==> src/hdl/amb_pkg.sv <==
// ============================================================================
// amb_pkg
// Shared types and constants for the multimode audio block decoder.
// ============================================================================
`default_nettype none

package amb_pkg;

    // Block geometry
    localparam int SAMPLES_PER_BLOCK = 16;
    localparam int IDX_W             = $clog2(SAMPLES_PER_BLOCK);
    localparam int CODE_W            = 3;
    localparam int CODES_W           = SAMPLES_PER_BLOCK * CODE_W;
    localparam int BLOCK_W           = 64;
    localparam int HDR_W             = 16;
    localparam int SAMPLE_W          = 16;
    localparam int OUT_DATA_W        = 24;

    // Internal datapath widths
    localparam int BASE_W            = 18;   // predictor or interpolation low level
    localparam int MUL_W             = 18;   // step size or level range
    localparam int ODD_W             = 4;    // odd multiplier 1..15

    // Mode codes
    localparam logic [5:0] MODE_RESERVED = 6'd58;
    localparam logic [5:0] MODE_R8       = 6'd59;
    localparam logic [5:0] MODE_R7       = 6'd60;
    localparam logic [5:0] MODE_R6       = 6'd61;
    localparam logic [5:0] MODE_R5       = 6'd62;
    localparam logic [5:0] MODE_FULL     = 6'd63;

    localparam logic [5:0] STEP_IDX_MAX  = 6'd63;
    localparam logic [16:0] FULL_RANGE   = 17'd65535;

    // Sequencer states
    typedef enum logic
    {
        ST_IDLE,
        ST_RUN
    } state_t;

    // Operation of the shared arithmetic unit
    typedef enum logic
    {
        OP_ADAPT,
        OP_INTERP
    } alu_op_t;

    // Control group from sequencer to arithmetic unit
    typedef struct packed
    {
        alu_op_t           op;
        logic              negate;
        logic [ODD_W-1:0]  odd;
    } alu_ctl_t;

endpackage

`default_nettype wire

==> src/hdl/multimode_audio_block_decoder_core.sv <==
// The block beat loads the block state registers; each sample is then registered into the output register.
// Each block is accepted in the idle state and then decoded in sixteen sample steps, one sample
// per cycle from the shared sample unit, less when the output side stalls.
// The next block is accepted while the sixteenth sample still waits in the output register.
// Reset: rst_n is asynchronous active low and clears the sequencer and output valid.
// ============================================================================
// multimode_audio_block_decoder_core
// Decodes one 64-bit coded audio block into sixteen signed 16-bit samples
// (adaptive delta modes and interpolating range modes).
// ============================================================================
`default_nettype none

module multimode_audio_block_decoder_core
    import amb_pkg::*;
(
    input  wire logic                  clk,
    input  wire logic                  rst_n,
    input  wire logic                  s_axis_tvalid,
    output logic                       s_axis_tready,
    input  wire logic [BLOCK_W-1:0]    s_axis_tdata,   // [63:0] coded_block
    output logic                       m_axis_tvalid,
    input  wire logic                  m_axis_tready,
    output logic [OUT_DATA_W-1:0]      m_axis_tdata,   // [15:0] sample, [19:16] sample_index
    output logic                       m_axis_tlast    // last
);

    state_t                    state_reg, state_next;
    logic [IDX_W-1:0]          cnt_reg, cnt_next;
    logic                      m_valid_reg, m_valid_next;

    logic [CODES_W-1:0]        codes_reg;
    logic signed [BASE_W-1:0]  acc_reg;
    logic [16:0]               range_reg;
    logic [5:0]                sidx_reg;
    alu_op_t                   op_reg;

    logic signed [SAMPLE_W-1:0] sample_reg;
    logic [IDX_W-1:0]          index_reg;
    logic                      last_reg;

    logic                      accept;
    logic                      out_free;
    logic                      step_en;
    logic                      last_step;

    logic [HDR_W-1:0]          hdr;
    logic [5:0]                mode;
    logic signed [BASE_W-1:0]  center;
    logic [16:0]               range_dec;
    logic signed [BASE_W-1:0]  base_dec;
    alu_op_t                   op_dec;

    logic [CODE_W-1:0]         code;
    logic [MUL_W-1:0]          step_size;
    logic [7:0]                sidx_sum;
    logic [5:0]                sidx_next;
    alu_ctl_t                  alu_ctl;
    logic [MUL_W-1:0]          alu_a;
    logic signed [SAMPLE_W-1:0] alu_res;

    assign accept    = s_axis_tvalid && s_axis_tready;
    assign out_free  = !m_valid_reg || m_axis_tready;
    assign last_step = (cnt_reg == IDX_W'(SAMPLES_PER_BLOCK - 1));

    // Next state
    always_comb
    begin
        state_next = state_reg;
        case (state_reg)
            ST_IDLE:
            begin
                if (s_axis_tvalid)
                begin
                    state_next = ST_RUN;
                end
            end
            ST_RUN:
            begin
                if (out_free && last_step)
                begin
                    state_next = ST_IDLE;
                end
            end
            default:
            begin
                state_next = ST_IDLE;
            end
        endcase
    end

    // Sequencer outputs
    always_comb
    begin
        s_axis_tready = 1'b0;
        step_en       = 1'b0;
        case (state_reg)
            ST_IDLE:
            begin
                s_axis_tready = 1'b1;
            end
            ST_RUN:
            begin
                step_en = out_free;
            end
            default:
            begin
                s_axis_tready = 1'b0;
            end
        endcase
    end

    // Decode header into predictor seed or interpolation levels
    assign hdr  = s_axis_tdata[BLOCK_W-1 -: HDR_W];
    assign mode = hdr[5:0];

    always_comb
    begin
        center    = '0;
        range_dec = '0;
        case (mode)
            MODE_R5:
            begin
                center    = $signed({{2{~hdr[10]}}, ~hdr[10], hdr[9:6], 11'b0});
                range_dec = {1'b0, hdr[15:11], 11'b0};
            end
            MODE_R6:
            begin
                center    = $signed({{2{~hdr[11]}}, ~hdr[11], hdr[10:6], 10'b0});
                range_dec = {3'b0, hdr[15:12], 10'b0};
            end
            MODE_R7:
            begin
                center    = $signed({{2{~hdr[12]}}, ~hdr[12], hdr[11:6], 9'b0});
                range_dec = {5'b0, hdr[15:13], 9'b0};
            end
            MODE_R8:
            begin
                center    = $signed({{2{~hdr[13]}}, ~hdr[13], hdr[12:6], 8'b0});
                range_dec = {7'b0, hdr[15:14], 8'b0};
            end
            MODE_FULL:
            begin
                center    = '0;
                range_dec = FULL_RANGE;
            end
            default:
            begin
                // reserved mode: zero level, zero range gives silence
                center    = '0;
                range_dec = '0;
            end
        endcase

        if (mode < MODE_RESERVED)
        begin
            op_dec   = OP_ADAPT;
            base_dec = $signed({{2{hdr[15]}}, hdr[15:6], 6'b0});
        end
        else
        begin
            op_dec   = OP_INTERP;
            base_dec = center - $signed({2'b00, range_dec[16:1]});
        end
    end

    // Per-sample operands for the shared unit
    assign code      = codes_reg[CODE_W-1:0];
    assign step_size = MUL_W'({1'b1, sidx_reg[1:0]}) << sidx_reg[5:2];

    always_comb
    begin
        alu_ctl.op     = op_reg;
        alu_ctl.negate = code[2];
        if (op_reg == OP_ADAPT)
        begin
            alu_ctl.odd = {1'b0, code[1:0], 1'b1};
            alu_a       = step_size;
        end
        else
        begin
            alu_ctl.odd = {code, 1'b1};
            alu_a       = {1'b0, range_reg};
        end
    end

    amb_alu u_alu
    (
        .ctl    (alu_ctl),
        .mul_a  (alu_a),
        .base   (acc_reg),
        .result (alu_res)
    );

    // Adapt the step index and clamp to its table
    always_comb
    begin
        case (code[1:0])
            2'd0:    sidx_sum = {2'b00, sidx_reg} - 8'd1;
            2'd1:    sidx_sum = {2'b00, sidx_reg};
            2'd2:    sidx_sum = {2'b00, sidx_reg} + 8'd1;
            default: sidx_sum = {2'b00, sidx_reg} + 8'd3;
        endcase
        if (sidx_sum[7])
        begin
            sidx_next = '0;
        end
        else if (sidx_sum > {2'b00, STEP_IDX_MAX})
        begin
            sidx_next = STEP_IDX_MAX;
        end
        else
        begin
            sidx_next = sidx_sum[5:0];
        end
    end

    // Counter and output valid
    always_comb
    begin
        cnt_next     = cnt_reg;
        m_valid_next = m_valid_reg;
        if (accept)
        begin
            cnt_next = '0;
        end
        else if (step_en)
        begin
            cnt_next = cnt_reg + IDX_W'(1);
        end
        if (step_en)
        begin
            m_valid_next = 1'b1;
        end
        else if (m_axis_tready)
        begin
            m_valid_next = 1'b0;
        end
    end

    // Control registers
    always_ff @(posedge clk or negedge rst_n)
    begin
        if (!rst_n)
        begin
            state_reg   <= ST_IDLE;
            cnt_reg     <= '0;
            m_valid_reg <= 1'b0;
        end
        else
        begin
            state_reg   <= state_next;
            cnt_reg     <= cnt_next;
            m_valid_reg <= m_valid_next;
        end
    end

    // Block state: load on accept, advance on each sample
    always_ff @(posedge clk)
    begin
        if (accept)
        begin
            codes_reg <= s_axis_tdata[CODES_W-1:0];
            acc_reg   <= base_dec;
            range_reg <= range_dec;
            sidx_reg  <= mode;
            op_reg    <= op_dec;
        end
        else if (step_en)
        begin
            codes_reg <= codes_reg >> CODE_W;
            if (op_reg == OP_ADAPT)
            begin
                acc_reg  <= BASE_W'(alu_res);
                sidx_reg <= sidx_next;
            end
        end
    end

    // Output register: hold while stalled
    always_ff @(posedge clk)
    begin
        if (step_en)
        begin
            sample_reg <= alu_res;
            index_reg  <= cnt_reg;
            last_reg   <= last_step;
        end
    end

    assign m_axis_tvalid = m_valid_reg;
    assign m_axis_tdata  = {{(OUT_DATA_W-SAMPLE_W-IDX_W){1'b0}}, index_reg, sample_reg};
    assign m_axis_tlast  = last_reg;

endmodule

`default_nettype wire

==> src/hdl/amb_alu.sv <==
// ============================================================================
// amb_alu
// Shared sample unit: scale by an odd factor, accumulate and saturate.
// ============================================================================
`default_nettype none

module amb_alu
    import amb_pkg::*;
(
    input  wire alu_ctl_t                   ctl,
    input  wire logic        [MUL_W-1:0]    mul_a,
    input  wire logic signed [BASE_W-1:0]   base,
    output logic signed      [SAMPLE_W-1:0] result
);

    localparam int SUM_W = 25;
    localparam int PROD_W = MUL_W + ODD_W;

    logic        [PROD_W-1:0] prod;
    logic signed [SUM_W-1:0]  delta;
    logic signed [SUM_W-1:0]  sum_adapt;
    logic signed [SUM_W-1:0]  sum_interp;
    logic signed [SUM_W-1:0]  sum_round;
    logic signed [SUM_W-1:0]  val;

    // Scale operand by odd factor
    assign prod = PROD_W'(mul_a) * PROD_W'(ctl.odd);

    // Adaptive: predictor plus signed step delta
    always_comb
    begin
        delta = $signed({{(SUM_W-PROD_W+3){1'b0}}, prod[PROD_W-1:3]});
        if (ctl.negate)
        begin
            delta = -delta;
        end
        sum_adapt = $signed({{(SUM_W-BASE_W){base[BASE_W-1]}}, base}) + delta;
    end

    // Interpolating: (16*low + range*odd) / 16, truncated toward zero
    always_comb
    begin
        sum_interp = $signed({{(SUM_W-BASE_W-4){base[BASE_W-1]}}, base, 4'b0000})
                   + $signed({{(SUM_W-PROD_W){1'b0}}, prod});
        sum_round  = sum_interp[SUM_W-1] ? (sum_interp + SUM_W'(15)) : sum_interp;
    end

    // Select and saturate
    always_comb
    begin
        val = (ctl.op == OP_ADAPT) ? sum_adapt : (sum_round >>> 4);
        if (val > SUM_W'(32767))
        begin
            result = 16'sh7FFF;
        end
        else if (val < -SUM_W'(32768))
        begin
            result = 16'sh8000;
        end
        else
        begin
            result = val[SAMPLE_W-1:0];
        end
    end

endmodule

`default_nettype wire

==> config.mk <==
export PLATFORM = sky130hd
export DESIGN_NAME = multimode_audio_block_decoder_core
export DESIGN_NICKNAME = d
export VERILOG_FILES = /design/src/hdl/amb_pkg.sv /design/src/hdl/multimode_audio_block_decoder_core.sv /design/src/hdl/amb_alu.sv
export SDC_FILE = /design/constraint.sdc
export NUM_CORES = 1
export LEC_CHECK = 0
export BUFFER_PORTS_ARGS = -buffer_cell sky130_fd_sc_hd__buf_2
export CORE_MARGIN = 2
export CORE_UTILIZATION = 33
export DETAILED_ROUTE_END_ITERATION = 8
export GPL_TIMING_DRIVEN = 0
export PLACE_DENSITY = 0.57
export SYNTH_ARGS = -nofsm -noshare
export SYNTH_HDL_FRONTEND = slang
export SYNTH_SLANG_ARGS = --single-unit
==> constraint.sdc <==
create_clock -name clk -period 9.5 [get_ports clk]
set_input_delay 0.95 -clock clk [delete_from_list [all_inputs] [get_ports clk]]
set_output_delay 0.95 -clock clk [all_outputs]
set_load 0.01 [all_outputs]
==> impl_metrics.ini, run 1 <==
[outcome]
outcome = finished clean

[timing]
fin_skew_ps = 5.862
slew_headroom_pct = 29.06
drv_slew = 0
grt_setup_unrepaired = false
worst_pin_slew_ps = 1064
timing.fmax_mhz = 109.6
period_needed_ps = 9121
finalCritPeriodShare_pct = 96.01
setup_viol = 0
fin_ws_ps = 379.3
setup_tns_ps = 0
final_hold_viol_count = 0

[clocking]
cts_tree = yes
worstSkewPairLatency_ps = 360
cts-buffers-inserted = 9
clk_path_buf_depth = 2
cts-root-buf = clkbuf_16
htree_levels = 3
cts.sinks = 109
clk_pin_slew_ps = 70
hold_buffers = 0

[worst_setup_path]
cp-start-kind = flip-flop
max_stage_delay_ps = 600
crit_type = flip-flop to flip-flop
r2r_cells = 33
cpMostUsedCell = buf_6
path_delay_family = compound AO/OA/AOI/OAI gates
crit_slowest_cell = fa_1
critPathCaptureType = flip-flop
path_depth = 33
cp_data_arrival_time_ps = 9210
crit_buf_inv = 8
required_ps = 9590
cp_max_fo = 10

[global_route]
grt_pass1_vias = 10596
grt_usage_pct = 18.42
grt_max_degree = 40
grt_first_pass_wirelength_mm = 56.32
antenna_found_initial = 2
gr-total-overflow = 0

[yosys]
synth.distinct_cells = 101
avgSynthCellArea_um2 = 8.280
synth_edf_count = 103
synthArstFlopShare_pct = 5.505
syn_inst = 1453
synth_top_flop_cell = edfxtp_1
synth-seq-cells = 109
synth_area_um2 = 12030
yosys_warnings = 0
synth.yosys.seq_area_share_pct = 26.96

[die]
coreArea_um2 = 35740
initial_core_util_pct = 33.66
dieArea_um2 = 38000
rows = 69
die_h_um = 194.9
die_w_um = 194.9
io_pins = 95

[detailed_routing]
routed_via_density = 5.441
drtIter0Drc = 744
routed_wl_mm = 35.29
drt_first_pass_iters = 5
remaining_drc_errors = 0
ant_nets = 0
routedWlPerCell_um = 17.38
vias = 11046

[final_layout]
layout_common_cells = nand2_1, inv_1, edfxtp_1
areaGrowthSynthToFinish_pct = 13.15
mostFrequentLayoutCell = nand2_1
layout-drive-gt1-share_pct = 13.00
final_util_pct = 38.08
design_area_um2 = 13610
fin_nets = 1751
largest_register_ffs = 48
diodes = 0

[job]
max-cap-violations = 0

[place]
dp_hpwl_mm = 28.86
port_buffers = 88
pre_cts_ws_ps = -1315
place_area_um2 = 13110
gp_routability_congestion = 0.9231

[power_and_ir_drop]
leakagePower_nw = 5.881
power_density_nw_per_um2 = 217.9
vdd_ir_drop_max_uv = 148.8

[hold_path]
holdCritPathClass = input port to asynchronous set/reset pin
-- layer usage --
| metal | routed length (µm) | GRT usage, % | vias up | part of all wire [%] |
|---|---|---|---|---|
| li1 | - | - | 5415 | - |
| met1 | 16140 | 25.64 | 5229 | 46 |
| met2 | 15700 | 29.09 | 332 | 44 |
| met3 | 2354 | 2.516 | 68 | 6.7 |
| met4 | 1073 | 6.785 | 2 | 3.0 |
| met5 | 13 | 0 | - | 0.037 |
-- final timing paths --
| path | start | to | slack, ps |
|---|---|---|---|
| setup reg to reg | op_reg$_DFFE_PP_ | sample_reg[9]$_DFFE_PP_ | 380 |
| hold / removal | rst_n | m_axis_tvalid$_DFFE_PN0P_ | 400 |
| min in group clk | cnt_reg[3]$_DFFE_PN0P_ | index_reg[3]$_DFFE_PP_ | 500 |
| setup / recovery | op_reg$_DFFE_PP_ | sample_reg[9]$_DFFE_PP_ | 380 |
| max in group asynchronous | rst_n | cnt_reg[1]$_DFFE_PN0P_ | 8950 |
| hold reg to reg | cnt_reg[3]$_DFFE_PN0P_ | index_reg[3]$_DFFE_PP_ | 500 |
-- layout make-up --
class                           instances  area [µm²]
Clock inverter                          7       97.59
Inverter                              112       420.4
Tap cell                              461       576.8
Clock buffer                            9       225.2
Sequential cell                       109        3243
Timing Repair Buffer                   98       548.0
Multi-Input combinational cell       1165        8159
Buffer                                 69       341.6
Fill cell                            3753       22130
-- per-stage QoR --
step	total power [mW]	cells	hold WS [ps]
2_1_floorplan	2.047	1458	459.2
3_3_place_gp	2.479	2007	479.4
3_5_place_dp	2.501	2009	477.2
4_1_cts	2.934	2031	394.0
5_1_grt	3.191	2030	410.9
6_report	2.966	2030	402.5
-- where the power goes --
group	total, mW	switching, mW	internal [mW]
clock	0.409	0.176	0.232
combinational	1.86	1.15	0.715
sequential	0.693	0.0515	0.641
total	2.97	1.38	1.59
-- cell families (layout without fill, tap and decap cells) --
kind of cell	Yosys count	count (layout)	share of synthesized area, %
buffers and inverters	184	295	6.105
flip-flops	109	109	26.96
adder cells (fa/ha/maj)	119	119	14.56
multiplexers	22	22	1.893
XOR/XNOR	78	78	5.679
other	1	6	0.03117
AND/OR/NAND/NOR	566	566	23.18
AO/OA/AOI/OAI	374	374	21.59
-- Yosys cell counts (18+ instances only) --
cell type  number  share of area (%)
a21o_1         33                2.1
inv_1         110                3.4
nor2_1         78                2.4
o211ai_1       23                1.4
and3_1         31                1.6
and2_1         37                1.9
nor3_1         23               0.96
clkbuf_1       51                1.6
nor2b_1        29                1.5
nand3_1        38                1.6
fa_1           35                5.8
nand2_1       237                7.4
a21oi_1        90                3.7
edfxtp_1      103                 26
xor2_1         22                1.6
ha_1           84                8.7
o21ai_0        75                3.1
mux2i_1        18                1.5
xnor2_1        56                4.1
a31oi_1        18               0.94
-- worst register-to-register path: cells and delay by family, from the launching register on --
kind,cells,cell delay [ps]
AO/OA/AOI/OAI,9,2480
XOR/XNOR,1,150
adder cells (fa/ha/maj),4,1710
buffers and inverters,8,1370
flip-flops,1,490
multiplexers,1,210
AND/OR/NAND/NOR,10,2400
-- repair_timing --
| item | CTS | global route |
|---|---|---|
| gates resized for setup | 17 | 24 |
| endpoints found under the hold margin | 0 | 0 |
| buffers inserted | 6 | 2 |
| endpoints found under the setup margin | 34 | 34 |
| cloned | 0 | 0 |
| pin swaps | 1 | 3 |
No activity file was read; power rests on OpenSTA's default activity.
==> run 2: changes to the inputs <==
--- a/config.mk
+++ b/config.mk
@@ -6,7 +6,7 @@
 export NUM_CORES = 1
 export LEC_CHECK = 0
 export BUFFER_PORTS_ARGS = -buffer_cell sky130_fd_sc_hd__buf_2
-export CORE_MARGIN = 2
+export CORE_MARGIN = 3
 export CORE_UTILIZATION = 33
 export DETAILED_ROUTE_END_ITERATION = 8
 export GPL_TIMING_DRIVEN = 0
==> run 2 against run 1 <==
Compared with the run above: non-clock buffer count up 2; routed wire length is 1.3% higher; power fell by 2.0%; hold slack better by 12 ps; count of clock-buffer cells in the layout is 1 higher; via count is 0.98% lower; first-iteration DRC count increased by 3.5%; maximum frequency up 0.31%; register-to-register slack better by 30 ps; global-route usage is 0.053 points lower; flip-flop and latch count unchanged; critical path type unchanged; highest routed layer unchanged.
==> impl_metrics.ini, run 2 (synthesized netlist as in run 1, its figures left out) <==
[job]
max-cap-violations = 0

[worst_setup_path]
cp_data_arrival_time_ps = 9170
crit_type = flip-flop to flip-flop
cp_max_fo = 10
max_stage_delay_ps = 530
cp-start-kind = flip-flop
critPathCaptureType = flip-flop
required_ps = 9580
crit_slowest_cell = fa_1

[die]
initial_core_util_pct = 33.66
io_pins = 95
dieArea_um2 = 38780
die_w_um = 196.9
coreArea_um2 = 35740
rows = 69
die_h_um = 196.9

[detailed_routing]
vias = 10938
routed_wl_mm = 35.75
drt_first_pass_iters = 5
drtIter0Drc = 770
remaining_drc_errors = 0
routed_via_density = 5.383
routedWlPerCell_um = 17.59
ant_nets = 0

[clocking]
worstSkewPairLatency_ps = 350
cts_tree = yes
cts-buffers-inserted = 9
cts-root-buf = clkbuf_16
htree_levels = 3
clk_path_buf_depth = 2
clk_pin_slew_ps = 70
cts.sinks = 109

[place]
place_inst = 2009
dp_hpwl_mm = 29.39
place_area_um2 = 13110
gp_routability_congestion = 0.8912
port_buffers = 88
pre_cts_ws_ps = -1362

[timing]
setup_tns_ps = 0
slew_headroom_pct = 27.02
final_hold_viol_count = 0
drv_slew = 0
timing.fmax_mhz = 110.0
fin_skew_ps = 8.314
worst_pin_slew_ps = 1095
hold_ws_ps = 414.2
period_needed_ps = 9093
setup_viol = 0
fin_ws_ps = 407.4
finalCritPeriodShare_pct = 95.71

[global_route]
grt_first_pass_wirelength_mm = 57.39
antenna_found_initial = 2
top_usage_layer = met2
gr-total-overflow = 0
use_met2_pct = 29.92
grt_pass1_vias = 10605
grt_usage_pct = 18.37
gr-usage-met1_pct = 26.30
grt_use_met3_pct = 2.085
grt_max_degree = 37

[outcome]
outcome = finished clean

[power_and_ir_drop]
internal_power_mw = 1.533
clkPwrFrac_pct = 12.0
p_sw_mw = 1.372
pwr-share-seq_pct = 23.8
sw_frac_of_total_pct = 47.23
comb_power_share_pct = 64.2
vdd_ir_drop_max_uv = 122.3
leakagePower_nw = 5.856
power_density_nw_per_um2 = 213.7

[final_layout]
largest_register_ffs = 48
fin_nets = 1753
mostFrequentLayoutCell = nand2_1
layout_common_cells = nand2_1, inv_1, edfxtp_1
stdcell_count = 2032
diodes = 0
design_area_um2 = 13600
layout-drive-gt1-share_pct = 13.11
areaGrowthSynthToFinish_pct = 13.03

[hold_path]
holdCritPathClass = input port to asynchronous set/reset pin
## run 2: stage by stage
stage	total power [mW]	util (%)
after floorplan	2.047	-
after global placement	2.487	36.56
after detailed placement	2.501	36.67
after CTS	2.873	37.76
after global routing	3.130	38.05
final	2.905	38.05
## run 2: cell type report
cell class                      instances  area (µm²)
Fill cell                            3772       22140
Multi-Input combinational cell       1165        8184
Sequential cell                       109        3243
Tap cell                              461       576.8
Timing Repair Buffer                   99       555.5
Inverter                              112       420.4
Buffer                                 70       349.1
Clock buffer                           10       229.0
Clock inverter                          6       40.04
## run 2: critical path, delay by kind of cell, from the launching register on
family	cells	cell delay (ps)
XOR/XNOR	1	190
flip-flops	1	520
adder cells (fa/ha/maj)	4	1680
AO/OA/AOI/OAI	10	2590
multiplexers	1	220
buffers and inverters	7	1080
AND/OR/NAND/NOR	11	2510
## run 2: power by group through the flow
stage	clock network (mW)	registers, mW	logic [mW]
CTS	0.357	0.690	1.83
finish	0.349	0.692	1.86
detailed placement	0	0.700	1.80
floorplan	0	0.694	1.35
global route	0.373	0.702	2.06
global placement	0	0.701	1.79
## run 2: repair_timing
action | in CTS | in global routing
buffers inserted | 8 | 1
endpoints found under the setup margin | 34 | 34
pin swaps | 1 | 2
hold buffers | 0 | 0
resized for setup | 16 | 30
cloned | 0 | 0
endpoints found under the hold margin | 0 | 0
## run 2: path summary, 6_finish.rpt
path	startpoint	end	slack (ps)	cells past startpoint
setup / recovery	op_reg$_DFFE_PP_	acc_reg[11]$_DFFE_PP_	410	34
hold / removal	rst_n	cnt_reg[2]$_DFFE_PN0P_	410	1
setup reg to reg	op_reg$_DFFE_PP_	acc_reg[11]$_DFFE_PP_	410	34
hold reg to reg	cnt_reg[3]$_DFFE_PN0P_	index_reg[3]$_DFFE_PP_	500	0
max in group asynchronous	rst_n	m_axis_tvalid$_DFFE_PN0P_	8930	1
min in group clk	cnt_reg[3]$_DFFE_PN0P_	index_reg[3]$_DFFE_PP_	500	0
## run 2: routing by layer
layer  share of wire [%]  vias to the layer above
li1                    -                     5421
met1                  47                     5227
met2                  46                      253
met3                 5.0                       35
met4                 1.8                        2
met5               0.020                        -
